$ cat src/rtl/core/pcc_pkg.sv
// Shared types, codes and constants for the plant condition classifier.
// No dependencies; imported by every module of the block.
package pcc_pkg;

	// Block defaults for the top level parameters
	localparam int unsigned NIGHT_RUN_LENGTH_DEF = 3;
	localparam int unsigned OFFLINE_AGE_DEF      = 5400;

	// Condition codes
	typedef enum logic [3:0] {
		C_UNKNOWN  = 4'd0,
		C_OFFLINE  = 4'd1,
		C_SLEEPING = 4'd2,
		C_HAPPY    = 4'd3,
		C_THIRSTY  = 4'd4,
		C_DROWNING = 4'd5,
		C_COLD     = 4'd6,
		C_HOT      = 4'd7,
		C_SCORCHED = 4'd8,
		C_DARK     = 4'd9,
		C_DRYAIR   = 4'd10
	} cond_t;

	// Severity codes
	typedef enum logic [1:0] {
		SEV_OK     = 2'd0,
		SEV_WATCH  = 2'd1,
		SEV_URGENT = 2'd2
	} sev_t;

	// Configuration register indexes
	typedef enum logic [2:0] {
		REG_SOIL_LOW    = 3'd0,
		REG_SOIL_HIGH   = 3'd1,
		REG_TEMP_LOW    = 3'd2,
		REG_TEMP_HIGH   = 3'd3,
		REG_LIGHT_LOW   = 3'd4,
		REG_LIGHT_HIGH  = 3'd5,
		REG_HUM_LOW     = 3'd6,
		REG_NIGHT_LEVEL = 3'd7
	} cfg_idx_t;

	localparam int unsigned CFG_DATA_W = 18;

	// Hysteresis margins and urgency offsets
	localparam logic        [7:0]  MARGIN_SOIL = 8'd4;
	localparam logic        [6:0]  SOIL_WET_MIN = 7'd4;
	localparam logic signed [12:0] MARGIN_TEMP = 13'sd15;
	localparam logic        [7:0]  MARGIN_HUM  = 8'd5;
	localparam logic        [7:0]  URGENT_DRY  = 8'd8;
	localparam logic        [7:0]  URGENT_WET  = 8'd12;
	localparam logic signed [12:0] URGENT_TEMP = 13'sd50;
	localparam logic        [15:0] DARK_CNT_MAX = 16'hFFFF;

	// floor(x/5) for 18-bit x: x * ceil(2^20/5) >> 20 is exact below 2^18
	localparam logic [17:0] DIV5_RECIP = 18'd209716;

	// Reset values of the configuration registers
	localparam logic [6:0]  SOIL_LOW_RST    = 7'd30;
	localparam logic [6:0]  SOIL_HIGH_RST   = 7'd80;
	localparam logic [11:0] TEMP_LOW_RST    = 12'd100;
	localparam logic [11:0] TEMP_HIGH_RST   = 12'd300;
	localparam logic [17:0] LIGHT_LOW_RST   = 18'd1000;
	localparam logic [17:0] LIGHT_HIGH_RST  = 18'd50000;
	localparam logic [6:0]  HUM_LOW_RST     = 7'd40;
	localparam logic [17:0] NIGHT_LEVEL_RST = 18'd10;

	// Configuration as seen by the classifier; fifth parts precomputed on write
	typedef struct packed {
		logic [6:0]  soil_low;
		logic [6:0]  soil_high;
		logic [11:0] temp_low;
		logic [11:0] temp_high;
		logic [17:0] light_low;
		logic [15:0] light_low_fifth;
		logic [17:0] light_high;
		logic [15:0] light_high_fifth;
		logic [6:0]  humidity_low;
		logic [17:0] night_light_level;
	} cfg_t;

	// One telemetry sample
	typedef struct packed {
		logic        sample_valid;
		logic [15:0] sample_age;
		logic [6:0]  soil_moisture;
		logic [11:0] temperature;
		logic [17:0] light_level;
		logic [6:0]  air_humidity;
	} sample_t;

	// One classification result
	typedef struct packed {
		cond_t cond;
		sev_t  sev;
	} result_t;

	function automatic logic [15:0] div5(input logic [17:0] x);
		logic [35:0] prod;
		prod = {18'd0, x} * {18'd0, DIV5_RECIP};
		return prod[35:20];
	endfunction

endpackage

$ cat src/rtl/core/pcc_cfg.sv
// Configuration register file of the plant condition classifier.
// Depends on pcc_pkg (cfg_t, register indexes, reset values, div5).
module pcc_cfg
	import pcc_pkg::*;
(
	input  logic                  clk,
	input  logic                  arst_n,
	input  logic                  cfg_we,
	input  logic [2:0]            cfg_addr,
	input  logic [CFG_DATA_W-1:0] cfg_wdata,
	output cfg_t                  cfg
);

	cfg_t cfg_q;
	logic [15:0] wdata_fifth;

	// fifth of the written value, stored beside the light limits
	assign wdata_fifth = div5(cfg_wdata);

	// register writes; bits above a register's width are dropped
	always_ff @(posedge clk or negedge arst_n) begin
		if (!arst_n) begin
			cfg_q.soil_low          <= SOIL_LOW_RST;
			cfg_q.soil_high         <= SOIL_HIGH_RST;
			cfg_q.temp_low          <= TEMP_LOW_RST;
			cfg_q.temp_high         <= TEMP_HIGH_RST;
			cfg_q.light_low         <= LIGHT_LOW_RST;
			cfg_q.light_low_fifth   <= div5(LIGHT_LOW_RST);
			cfg_q.light_high        <= LIGHT_HIGH_RST;
			cfg_q.light_high_fifth  <= div5(LIGHT_HIGH_RST);
			cfg_q.humidity_low      <= HUM_LOW_RST;
			cfg_q.night_light_level <= NIGHT_LEVEL_RST;
		end else if (cfg_we) begin
			unique case (cfg_idx_t'(cfg_addr))
				REG_SOIL_LOW:    cfg_q.soil_low  <= cfg_wdata[6:0];
				REG_SOIL_HIGH:   cfg_q.soil_high <= cfg_wdata[6:0];
				REG_TEMP_LOW:    cfg_q.temp_low  <= cfg_wdata[11:0];
				REG_TEMP_HIGH:   cfg_q.temp_high <= cfg_wdata[11:0];
				REG_LIGHT_LOW: begin
					cfg_q.light_low       <= cfg_wdata;
					cfg_q.light_low_fifth <= wdata_fifth;
				end
				REG_LIGHT_HIGH: begin
					cfg_q.light_high       <= cfg_wdata;
					cfg_q.light_high_fifth <= wdata_fifth;
				end
				REG_HUM_LOW:     cfg_q.humidity_low      <= cfg_wdata[6:0];
				REG_NIGHT_LEVEL: cfg_q.night_light_level <= cfg_wdata;
				default:         cfg_q <= cfg_q;
			endcase
		end
	end

	assign cfg = cfg_q;

endmodule

$ cat src/rtl/core/pcc_eval.sv
// Single-pass classification of one sample against limits and previous state.
// Depends on pcc_pkg (cfg_t, sample_t, result_t, codes, margins).
module pcc_eval
	import pcc_pkg::*;
#(
	parameter int unsigned NIGHT_RUN_LENGTH = NIGHT_RUN_LENGTH_DEF,
	parameter int unsigned OFFLINE_AGE      = OFFLINE_AGE_DEF
) (
	input  cfg_t        cfg,
	input  sample_t     smp,
	input  cond_t       prev_cond,
	input  logic [15:0] dark_cnt,
	output logic [15:0] dark_cnt_next,
	output result_t     res
);

	logic               offline;
	logic               night;
	logic [7:0]         soil_x;
	logic [7:0]         dry_lim;
	logic [6:0]         wet_lim;
	logic signed [12:0] temp_x;
	logic signed [12:0] t_lo_x;
	logic signed [12:0] t_hi_x;
	logic signed [12:0] cold_lim;
	logic signed [12:0] hot_lim;
	logic [18:0]        dark_lim;
	logic [17:0]        bright_lim;
	logic [7:0]         hum_lim;

	assign offline = !smp.sample_valid || (smp.sample_age > 16'(OFFLINE_AGE));

	// dark run counter, saturating; offline samples leave it alone
	always_comb begin
		dark_cnt_next = dark_cnt;
		if (!offline) begin
			if (smp.light_level < cfg.night_light_level) begin
				if (dark_cnt != DARK_CNT_MAX)
					dark_cnt_next = dark_cnt + 16'd1;
			end else begin
				dark_cnt_next = '0;
			end
		end
	end

	assign night = dark_cnt_next >= 16'(NIGHT_RUN_LENGTH);

	// limits, widened while the matching condition persists
	assign soil_x  = {1'b0, smp.soil_moisture};
	assign dry_lim = {1'b0, cfg.soil_low} + ((prev_cond == C_THIRSTY) ? MARGIN_SOIL : 8'd0);
	assign wet_lim = cfg.soil_high -
		(((prev_cond == C_DROWNING) && (cfg.soil_high > SOIL_WET_MIN)) ? SOIL_WET_MIN : 7'd0);

	assign temp_x   = {smp.temperature[11], smp.temperature};
	assign t_lo_x   = {cfg.temp_low[11], cfg.temp_low};
	assign t_hi_x   = {cfg.temp_high[11], cfg.temp_high};
	assign cold_lim = t_lo_x + ((prev_cond == C_COLD) ? MARGIN_TEMP : 13'sd0);
	assign hot_lim  = t_hi_x - ((prev_cond == C_HOT) ? MARGIN_TEMP : 13'sd0);

	assign dark_lim   = {1'b0, cfg.light_low} +
		((prev_cond == C_DARK) ? {3'd0, cfg.light_low_fifth} : 19'd0);
	assign bright_lim = cfg.light_high -
		((prev_cond == C_SCORCHED) ? {2'd0, cfg.light_high_fifth} : 18'd0);

	assign hum_lim = {1'b0, cfg.humidity_low} + ((prev_cond == C_DRYAIR) ? MARGIN_HUM : 8'd0);

	// checks in priority order; urgency uses the plain limits
	always_comb begin
		priority if (offline) begin
			res = '{cond: C_OFFLINE, sev: SEV_WATCH};
		end else if (soil_x < dry_lim) begin
			res.cond = C_THIRSTY;
			res.sev  = ((soil_x + URGENT_DRY) < {1'b0, cfg.soil_low}) ? SEV_URGENT : SEV_WATCH;
		end else if (smp.soil_moisture > wet_lim) begin
			res.cond = C_DROWNING;
			res.sev  = (soil_x > ({1'b0, cfg.soil_high} + URGENT_WET)) ? SEV_URGENT : SEV_WATCH;
		end else if (temp_x < cold_lim) begin
			res.cond = C_COLD;
			res.sev  = (temp_x < (t_lo_x - URGENT_TEMP)) ? SEV_URGENT : SEV_WATCH;
		end else if (temp_x > hot_lim) begin
			res.cond = C_HOT;
			res.sev  = (temp_x > (t_hi_x + URGENT_TEMP)) ? SEV_URGENT : SEV_WATCH;
		end else if (night) begin
			res = '{cond: C_SLEEPING, sev: SEV_OK};
		end else if (smp.light_level > bright_lim) begin
			res = '{cond: C_SCORCHED, sev: SEV_WATCH};
		end else if ({1'b0, smp.light_level} < dark_lim) begin
			res = '{cond: C_DARK, sev: SEV_WATCH};
		end else if ({1'b0, smp.air_humidity} < hum_lim) begin
			res = '{cond: C_DRYAIR, sev: SEV_WATCH};
		end else begin
			res = '{cond: C_HAPPY, sev: SEV_OK};
		end
	end

endmodule

$ cat src/rtl/core/plant_condition_classifier_top.sv
// Top level of the plant condition classifier: input stage, state, output register.
// Depends on pcc_pkg, pcc_cfg and pcc_eval.
//
// Usage:
//  - Input channel in_valid/in_ready carries one telemetry sample per transfer.
//  - Output channel out_valid/out_ready carries one condition and severity per
//    sample, in order, exactly one result per input transfer.
//  - Configuration: cfg_we writes cfg_wdata into register cfg_addr;
//    write only while no sample is in flight.
//  - Path: a sample transferred into the input stage is classified there and
//    lands in the output register once that is free; out_valid is high after it.
//  - Throughput: one sample per cycle. The input stage and the output register
//    each hold one item; the classification is a single compare chain between
//    them, and previous condition and dark count update as an item moves on.
//  - Receiver stall: the output register holds its result, the input stage
//    keeps one more sample, then in_ready drops until out_ready returns.
//  - Reset (arst_n low): both stages empty, previous condition unknown, dark
//    count zero, registers back to their default limits.
module plant_condition_classifier_top
	import pcc_pkg::*;
#(
	parameter int unsigned NIGHT_RUN_LENGTH = NIGHT_RUN_LENGTH_DEF,
	parameter int unsigned OFFLINE_AGE      = OFFLINE_AGE_DEF
) (
	input  logic                  clk,
	input  logic                  arst_n,
	// configuration write port
	input  logic                  cfg_we,
	input  logic [2:0]            cfg_addr,
	input  logic [CFG_DATA_W-1:0] cfg_wdata,
	// sample channel
	input  logic                  in_valid,
	output logic                  in_ready,
	input  logic                  sample_valid,
	input  logic [15:0]           sample_age,
	input  logic [6:0]            soil_moisture,
	input  logic signed [11:0]    temperature,
	input  logic [17:0]           light_level,
	input  logic [6:0]            air_humidity,
	// result channel
	output logic                  out_valid,
	input  logic                  out_ready,
	output logic [3:0]            condition,
	output logic [1:0]            severity
);

	cfg_t        cfg;
	sample_t     smp_s1;
	logic        vld_s1;
	logic        adv_s1;
	logic        out_free;
	logic        out_vld_q;
	result_t     res_q;
	result_t     res_next;
	cond_t       prev_cond_q;
	logic [15:0] dark_cnt_q;
	logic [15:0] dark_cnt_next;

	pcc_cfg u_cfg (
		.clk       (clk),
		.arst_n    (arst_n),
		.cfg_we    (cfg_we),
		.cfg_addr  (cfg_addr),
		.cfg_wdata (cfg_wdata),
		.cfg       (cfg)
	);

	pcc_eval #(
		.NIGHT_RUN_LENGTH (NIGHT_RUN_LENGTH),
		.OFFLINE_AGE      (OFFLINE_AGE)
	) u_eval (
		.cfg           (cfg),
		.smp           (smp_s1),
		.prev_cond     (prev_cond_q),
		.dark_cnt      (dark_cnt_q),
		.dark_cnt_next (dark_cnt_next),
		.res           (res_next)
	);

	// handshake: the output register frees when empty or taken this cycle
	assign out_free = !out_vld_q || out_ready;
	assign adv_s1   = vld_s1 && out_free;
	assign in_ready = !vld_s1 || out_free;

	// input stage
	always_ff @(posedge clk or negedge arst_n) begin
		if (!arst_n)
			vld_s1 <= 1'b0;
		else if (in_ready)
			vld_s1 <= in_valid;
	end

	always_ff @(posedge clk) begin
		if (in_valid && in_ready)
			smp_s1 <= '{sample_valid:  sample_valid,
			            sample_age:    sample_age,
			            soil_moisture: soil_moisture,
			            temperature:   temperature,
			            light_level:   light_level,
			            air_humidity:  air_humidity};
	end

	// classifier state advances with each item
	always_ff @(posedge clk or negedge arst_n) begin
		if (!arst_n) begin
			prev_cond_q <= C_UNKNOWN;
			dark_cnt_q  <= '0;
		end else if (adv_s1) begin
			prev_cond_q <= res_next.cond;
			dark_cnt_q  <= dark_cnt_next;
		end
	end

	// output register
	always_ff @(posedge clk or negedge arst_n) begin
		if (!arst_n)
			out_vld_q <= 1'b0;
		else if (out_free)
			out_vld_q <= vld_s1;
	end

	always_ff @(posedge clk) begin
		if (adv_s1)
			res_q <= res_next;
	end

	assign out_valid = out_vld_q;
	assign condition = res_q.cond;
	assign severity  = res_q.sev;

	// previous condition always follows the result just produced
	a_prev_tracks: assert property (@(posedge clk) disable iff (!arst_n)
		adv_s1 |=> (prev_cond_q == res_q.cond))
		else $error("previous condition differs from last result");

	// offline samples do not touch the dark counter
	a_offline_cnt: assert property (@(posedge clk) disable iff (!arst_n)
		(adv_s1 && res_next.cond == C_OFFLINE) |=> $stable(dark_cnt_q))
		else $error("dark count changed on offline sample");

	// offline always reports watch
	a_offline_sev: assert property (@(posedge clk) disable iff (!arst_n)
		(out_vld_q && res_q.cond == C_OFFLINE) |-> (res_q.sev == SEV_WATCH))
		else $error("offline result with wrong severity");

	// sleeping is only reported after a long enough dark run
	a_sleep_run: assert property (@(posedge clk) disable iff (!arst_n)
		(out_vld_q && res_q.cond == C_SLEEPING) |-> (dark_cnt_q >= 16'(NIGHT_RUN_LENGTH)))
		else $error("sleeping without dark run");

	// a stalled result is never overwritten by the input stage
	a_no_overrun: assert property (@(posedge clk) disable iff (!arst_n)
		(out_vld_q && !out_ready) |-> !adv_s1)
		else $error("output register overwritten while stalled");

endmodule

$ cat config.mk
export PLATFORM = sky130hd
export DESIGN_NAME = plant_condition_classifier_top
export DESIGN_NICKNAME = d
export VERILOG_FILES = /design/src/rtl/core/pcc_pkg.sv /design/src/rtl/core/pcc_cfg.sv /design/src/rtl/core/pcc_eval.sv /design/src/rtl/core/plant_condition_classifier_top.sv
export SDC_FILE = /design/constraint.sdc
export NUM_CORES = 1
export LEC_CHECK = 0
export CAP_MARGIN = 20
export CORE_ASPECT_RATIO = 1.4
export CORE_UTILIZATION = 40
export DETAILED_ROUTE_END_ITERATION = 8
export DONT_BUFFER_PORTS = 1
export PLACE_DENSITY = 0.55
export SYNTH_ARGS = -nofsm -noshare
export SYNTH_HDL_FRONTEND = slang
export SYNTH_SLANG_ARGS = --single-unit
$ cat constraint.sdc
create_clock -name clk -period 8.42 [get_ports clk]
set_clock_uncertainty 0.2 [all_clocks]
set_input_delay 0 -clock clk [delete_from_list [all_inputs] [get_ports clk]]
set_output_delay 0 -clock clk [all_outputs]
set_load 0.005 [all_outputs]
==> metrics, run 1 <==
Final GP Congestion 0.901; number of post-CTS setup repair buffers 0; core area 0.0472 mm2; PortBufs 0; HP Class input pin to register; Register Area 0.00589 mm2; worst-path fanout max 16; hold_buf cts 158; Synth Area per Inst 10.1 um2; Die ar. 0.0489 mm2; nets 2,549; sequential-to-total area share from yosys stat 30.7%; Syn Nets 2,403; outcome complete, no violations; First-pass DRT Iterations 5; final wirelength 51,100 um; row cnt 94; Setup Viol. Count Final 0; maxcap violations 0; footprint of the multi-input gates 0.0123 mm2; crit end category register; total gr overflow 0; Max rail drop VDD 0.197 mV; initial core utilization 40.7%; CTS H-tree depth 1; Die Height 261 um; Tightest Pin Transition 1010 ps; Die W 187 um; max incr delay on CP 720 ps; Worst path slowest cell nor3_2; fill count 4,365; RSZ-0062 raised after global routing false; first-pass GRT wire length 81,300 um; cell count after synthesis 1,893; Avg Vias per Cell 5.29; Max Clock Freq 161 MHz; PwrDens 257 mW/mm2; Routed wire per std cell 19.0 um; CP Class register to register; CTS buffer count 25; vias 14,200; Synth Register Bits 220; Antenna Cells 0; Yosys warnings 0; Final HPWL DP 38,700 um; Slew headroom 32.2%; GRT Overall Usage 21.4%; Synth-to-Final Area Change 16.2%; CTS root buf clkbuf_16; CTS Sinks 220; crit path setup slack, layout 2190 ps; Startpoint Class register; setup TNS 0 ps; DRC 0; Final period util 74.0%; clk slew on worst S/H paths 60 ps; Synth cell types 74; Slew Limit Fails 0; vias in the first global route 15,000; Fin. Hold Viols 0; CTS tree built; initial antenna violation count 1; share of cells above drive strength 1 8.55%; Top FF cell, synth dfrtp_1; static leakage 10.1 nW; DP Worst Slack 2180 ps; Worst-Skew Late Latency 560 ps; Mapped Area 0.0192 mm2; 1st-iter DRT viols 486; clock buffer depth 3; Post-synth EDFFs 67; post-synthesis async set-or-reset flop share 69.5%; IO Pins 95; cts repair resizes 0; worst hold slack 12.7 ps; critical path data arrival time 6460 ps; final antenna-violating net count 0; worst endpoint required time 8650 ps; largest net degree at the start of global routing 89; post-layout minimum cycle time 6230 ps
[worst max-delay path, delay by kind of cell, from the launching register on]
family,cells,cell delay (ps)
AO/OA/AOI/OAI,11,2330
XOR/XNOR,1,150
adder cells (fa/ha/maj),3,830
buffers and inverters,1,50
flip-flops,1,390
multiplexers,1,260
AND/OR/NAND/NOR,8,1860
[cell families after synthesis]
group                      after synthesis  synth area share (%)
buffers and inverters                  270                  5.32
xor gates and xnor gates               100                  4.56
adders and majority gates              423                  31.4
muxes                                   81                  4.74
AOI/OAI and AO/OA                      362                  11.9
and+or+nand+nor                        437                  11.4
DFF                                    220                  30.7
[per-stage QoR]
stage / total power [mW] / std cells / util [%] / instance area [um2]
finish: 5.75 / 2682 / 47.3 / 22300
CTS: 5.83 / 2680 / 47.3 / 22300
global placement: 4.53 / 2476 / 42.1 / 19900
floorplan: 3.82 / 1893 / - / 19200
detailed placement: 4.60 / 2476 / 42.1 / 19900
global route: 6.33 / 2682 / 47.3 / 22300
[routing by layer]
layer  GRT usage (%)  part of all wire [%]  routed length (um)  vias to the layer above
met4            8.36                   3.6                1830                        0
li1                -                     -                   -                     6931
met1            23.8                    40               20200                     6967
met5               0                     0                   0                        -
met3            2.37                   3.0                1550                       82
met2            41.4                    54               27500                      206
[cells in the final DEF, fill, tap and decap left out, types with 15 or more instances in the layout]
cell type / count
a21o_1: 41
a21oi_1: 75
and2_1: 23
clkbuf_16: 26
dfrtp_1: 116
dfstp_2: 37
dlygate4sd3_1: 157
edfxtp_1: 67
fa_1: 99
ha_1: 324
inv_1: 224
mux2_2: 73
nand2_1: 147
nand2b_1: 25
nand3_1: 41
nand4_1: 24
nor2_1: 72
nor2b_1: 24
nor3_1: 22
o21a_1: 29
o21ai_0: 88
o21ai_1: 32
o31ai_1: 15
xnor2_1: 63
xor2_1: 37
[final timing paths]
check                                           start                          to  slack, ps  cells after the start
hold / removal                                 cfg_we  u_cfg.cfg[101]$_DFFE_PN1P_         10                      2
hold reg to reg             u_cfg.cfg[62]$_DFFE_PN1P_   u_cfg.cfg[62]$_DFFE_PN1P_        260                      2
setup reg to reg           prev_cond_q[2]$_DFFE_PN0P_  prev_cond_q[0]$_DFFE_PN0P_       2190                     25
max in group asynchronous                      arst_n   u_cfg.cfg[53]$_DFFE_PN0P_       7010                      4
setup / recovery           prev_cond_q[2]$_DFFE_PN0P_  prev_cond_q[0]$_DFFE_PN0P_       2190                     25
min in group asynchronous                      arst_n   u_cfg.cfg[54]$_DFFE_PN0P_        390                      3
[cell usage after synthesis, drive strengths merged, types with 7 or more instances]
cell / n / share of area (%)
ha: 324 / 21
inv: 224 / 4.4
nand2: 148 / 2.9
o21ai: 120 / 3.1
dfrtp: 116 / 15
fa: 99 / 10
mux2: 76 / 4.5
a21oi: 75 / 2.0
nor2: 72 / 1.4
edfxtp: 67 / 10
xnor2: 63 / 2.9
nand3: 43 / 1.1
a21o: 41 / 1.6
clkbuf: 37 / 0.72
dfstp: 37 / 5.1
xor2: 37 / 1.7
o21a: 29 / 1.1
nand2b: 25 / 0.81
and2: 24 / 0.78
nand4: 24 / 0.78
nor2b: 24 / 0.78
nor3: 24 / 0.65
o31ai: 15 / 0.59
a211oi: 13 / 0.53
a31oi: 12 / 0.39
nor4: 11 / 0.42
o211ai: 10 / 0.42
buf: 8 / 0.20
or3: 8 / 0.29
a211o: 7 / 0.32
and4: 7 / 0.32
[power by group]
part           switching (mW)  internal (mW)
logic                    1.72           1.42
clock network           0.474          0.617
registers               0.182           1.34
[flip-flops by register name, indices dropped and copies added (netlist names)]
name	cells
u_cfg.cfg	131
prev_cond_q	4
vld_s1	1
dark_cnt_q	16
out_valid	1
condition	4
severity	2
smp_s1	61
[cell type report]
type | instances | area share (%)
flip-flops and latches | 220 | 26.4
clock buffers | 30 | 3.07
inverters | 225 | 3.78
repair buffers | 164 | 7.51
clock inverters | 16 | 0.594
well taps | 624 | 3.50
multi-input cells | 1403 | 55.2
(Power assumes the default switching activity.)
==> inputs of run 2 (changes only) <==
--- a/config.mk
+++ b/config.mk
@@ -5,6 +5,7 @@
 export SDC_FILE = /design/constraint.sdc
 export NUM_CORES = 1
 export LEC_CHECK = 0
+export ABC_AREA = 1
 export CAP_MARGIN = 20
 export CORE_ASPECT_RATIO = 1.4
 export CORE_UTILIZATION = 40
==> constraint.sdc (replaced) <==
create_clock -name clk -period 6.05 [get_ports clk]
set_clock_uncertainty 0.2 [all_clocks]
set_input_delay 0 -clock clk [delete_from_list [all_inputs] [get_ports clk]]
set_output_delay 0 -clock clk [all_outputs]
set_load 0.005 [all_outputs]
==> metrics, run 2 <==
number of post-CTS setup repair buffers 0 (unchanged); Max rail drop VDD 0.357 mV (+82%); first-pass GRT wire length 92,800 um (+14%); Synth-to-Final Area Change 18.0%; Stages on worst setup path 19 (-24%); Crit path max-delay family adder cells; Antenna Cells 0 (unchanged); Mapped Area 0.0199 mm2 (+3.4%); row cnt 96 (+2.1%); worst path cell trace dlygate4sd3_1 > inv_1 > ha_1 > inv_1 > ha_1 > inv_1 > fa_1 > fa_1 > fa_1 > fa_1 > inv_1 > ha_1 > nand2_1 > nor2_1 > a21oi_1 > o311ai_0 > nand2_1 > nand3_1 > o21ai_0; dominant cells by area after synthesis ha_1 (20%), dfrtp_1 (15%), edfxtp_1 (10%), fa_1 (10%), nand2_1 (9.4%); Final HPWL DP 45,300 um (+17%); First-pass DRT Iterations 5 (unchanged); CTS Sinks 220 (unchanged); max reg flops 131 (unchanged); commonest non-fill, non-tap cells in the layout nand2_1 (497), inv_1 (367), ha_1 (324), o21ai_0 (191), dlygate4sd3_1 (191); initial core utilization 40.5% (-0.21 points); worst endpoint required time 6280 ps (-2370 ps); Tot Pwr 9.89 mW (+72%); DRC 0 (unchanged); core area 0.0490 mm2 (+3.9%); static leakage 11.3 nW (+12%); HP Class input pin to register; maxcap violations 0 (unchanged); Fin. Hold Viols 0 (unchanged); outcome complete, no violations; GRT Overall Usage 23.8% (+2.3 points); Setup Viol. Count Final 0 (unchanged); most common cell after layout, fill and taps aside nand2_1; Die Height 266 um (+1.7%); CTS tree built; CTS root buf clkbuf_16; IO Pins 95 (unchanged); metal3 WL 1780 um (+15%); clock buffer depth 3 (unchanged); Synth top area share 20.4% (-0.69 points); Final GP Congestion 0.892 (-1.0%); RSZ-0062 raised after global routing false; initial antenna violation count 0 (-1); post-layout minimum cycle time 5150 ps; Syn Nets 2,874 (+20%); Max Clock Freq 194 MHz; 1st-iter DRT viols 865 (+78%); Slew Limit Fails 0 (unchanged); share of cells above drive strength 1 4.69% (-3.9 points); Post-Route M1 WL 23,200 um (+15%); Worst-Skew Late Latency 570 ps (about the same); clk slew on worst S/H paths 60 ps (about the same); total gr overflow 0 (unchanged); vias 16,500 (+16%); Synth Register Bits 220 (unchanged); Die W 190 um (+1.7%); CTS H-tree depth 1 (unchanged); max incr delay on CP 610 ps (-110 ps); post-synthesis async set-or-reset flop share 69.5% (unchanged); Avg Vias per Cell 5.11 (-3.3%); DR top layer met4; Worst path slowest cell dlygate4sd3_1; worst-path fanout max 5 (-11); largest net degree at the start of global routing 108 (+21%); PortBufs 0 (unchanged); critical path data arrival time 5380 ps (-1080 ps); nets 3,072 (+21%); Routed wire per std cell 18.0 um (-5.5%); cell count after synthesis 2,364 (+25%); Synth area leader ha_1; PwrDens 423 mW/mm2 (+64%); CP Class input pin to register; Tightest Pin Transition 1000 ps (-6.56 ps); crit end category register; metal2 WL 30,500 um (+11%); Worst Hold Depth 3 (+1); final wirelength 57,900 um (+13%); final antenna-violating net count 0 (unchanged); CTS buffer count 26 (+4.0%); worst hold slack 12.2 ps (-0.481 ps); vias in the first global route 17,300 (+16%); Die ar. 0.0505 mm2 (+3.3%); Post-synth EDFFs 67 (unchanged); sequential-to-total area share from yosys stat 29.7% (-1.0 points); setup TNS 0 ps (unchanged); Top FF cell, synth dfrtp_1; Synth cell types 49 (-34%); Slew headroom 32.9% (+0.77 points); Crit path buffers/inverters 5 (+4); Synth Area per Inst 8.40 um2 (-17%); most numerous cell in the Yosys netlist nand2_1; Startpoint Class input pin; synth cell count leaders nand2_1 (497), inv_1 (368), ha_1 (324), o21ai_0 (191), nor2_1 (148); Final period util 85.1%; Yosys warnings 0 (unchanged); cts repair resizes 0 (unchanged); Register-to-Register Path Depth 24 (-4.0%)
==> run 2: stage by stage <==
stage	setup slack (ps)	area, um2	utilization [%]	instances
2_1_floorplan	1220	19900	-	2364
3_3_place_gp	717	20600	42.0	2978
3_5_place_dp	732	20600	42.0	2978
4_1_cts	909	23400	47.8	3219
5_1_grt	556	23400	47.8	3219
6_report	904	23400	47.8	3219
==> run 2: per-layer routing <==
| layer | track usage, % | vias to the layer above |
|---|---|---|
| met5 | 0 | - |
| met4 | 9.71 | 0 |
| met3 | 1.97 | 123 |
| met1 | 26.8 | 7836 |
| li1 | - | 8166 |
| met2 | 45.2 | 336 |
==> run 2: power by group <==
| group | internal, mW | leakage, nW | switching, mW | total (mW) |
|---|---|---|---|---|
| clock network | 0.926 | 0.418 | 0.679 | 1.60 |
| logic | 2.31 | 8.41 | 3.86 | 6.18 |
| registers | 1.87 | 2.49 | 0.239 | 2.11 |
==> run 2: path summary, 6_finish.rpt <==
path                                                  from                         end  slack [ps]
worst min register to register   u_cfg.cfg[34]$_DFFE_PN1P_   u_cfg.cfg[34]$_DFFE_PN1P_         270
min in group asynchronous                           arst_n  dark_cnt_q[10]$_DFFE_PN0P_         430
worst max register to register  prev_cond_q[0]$_DFFE_PN0P_      condition[3]$_DFFE_PP_         990
worst min-delay path                         cfg_wdata[13]   u_cfg.cfg[88]$_DFFE_PN0P_          10
max in group asynchronous                           arst_n  u_cfg.cfg[129]$_DFFE_PN0P_        4580
worst max-delay path                         cfg_wdata[16]   u_cfg.cfg[70]$_DFFE_PN0P_         900
==> run 2: tightest hold or removal path, stage by stage <==
cell and delay [ps]:
dlygate4sd3_1 560, inv_1 90, o21ai_0 80
==> run 2: cell families after synthesis <==
kind of cell	Yosys count	share of synthesized area [%]
AOI/OAI and AO/OA	387	10.6
xor gates and xnor gates	92	4.06
adders and majority gates	423	30.4
buffers and inverters	407	7.75
DFF	220	29.7
and+or+nand+nor	835	17.5
==> run 2: cell type report <==
cell class | instances | area [um2]
Clock buffer | 33 | 718
Timing Repair Buffer | 202 | 2030
Clock inverter | 15 | 140
Fill cell | 4770 | 25600
Multi-Input combinational cell | 1737 | 12400
Tap cell | 637 | 797
Sequential cell | 220 | 5890
Inverter | 375 | 1410
==> run 2: timing repair <==
action,4_1_cts,5_1_grt
endpoints found under the hold margin,351,0
setup endpoints to repair,0,0
hold buffers,193,0
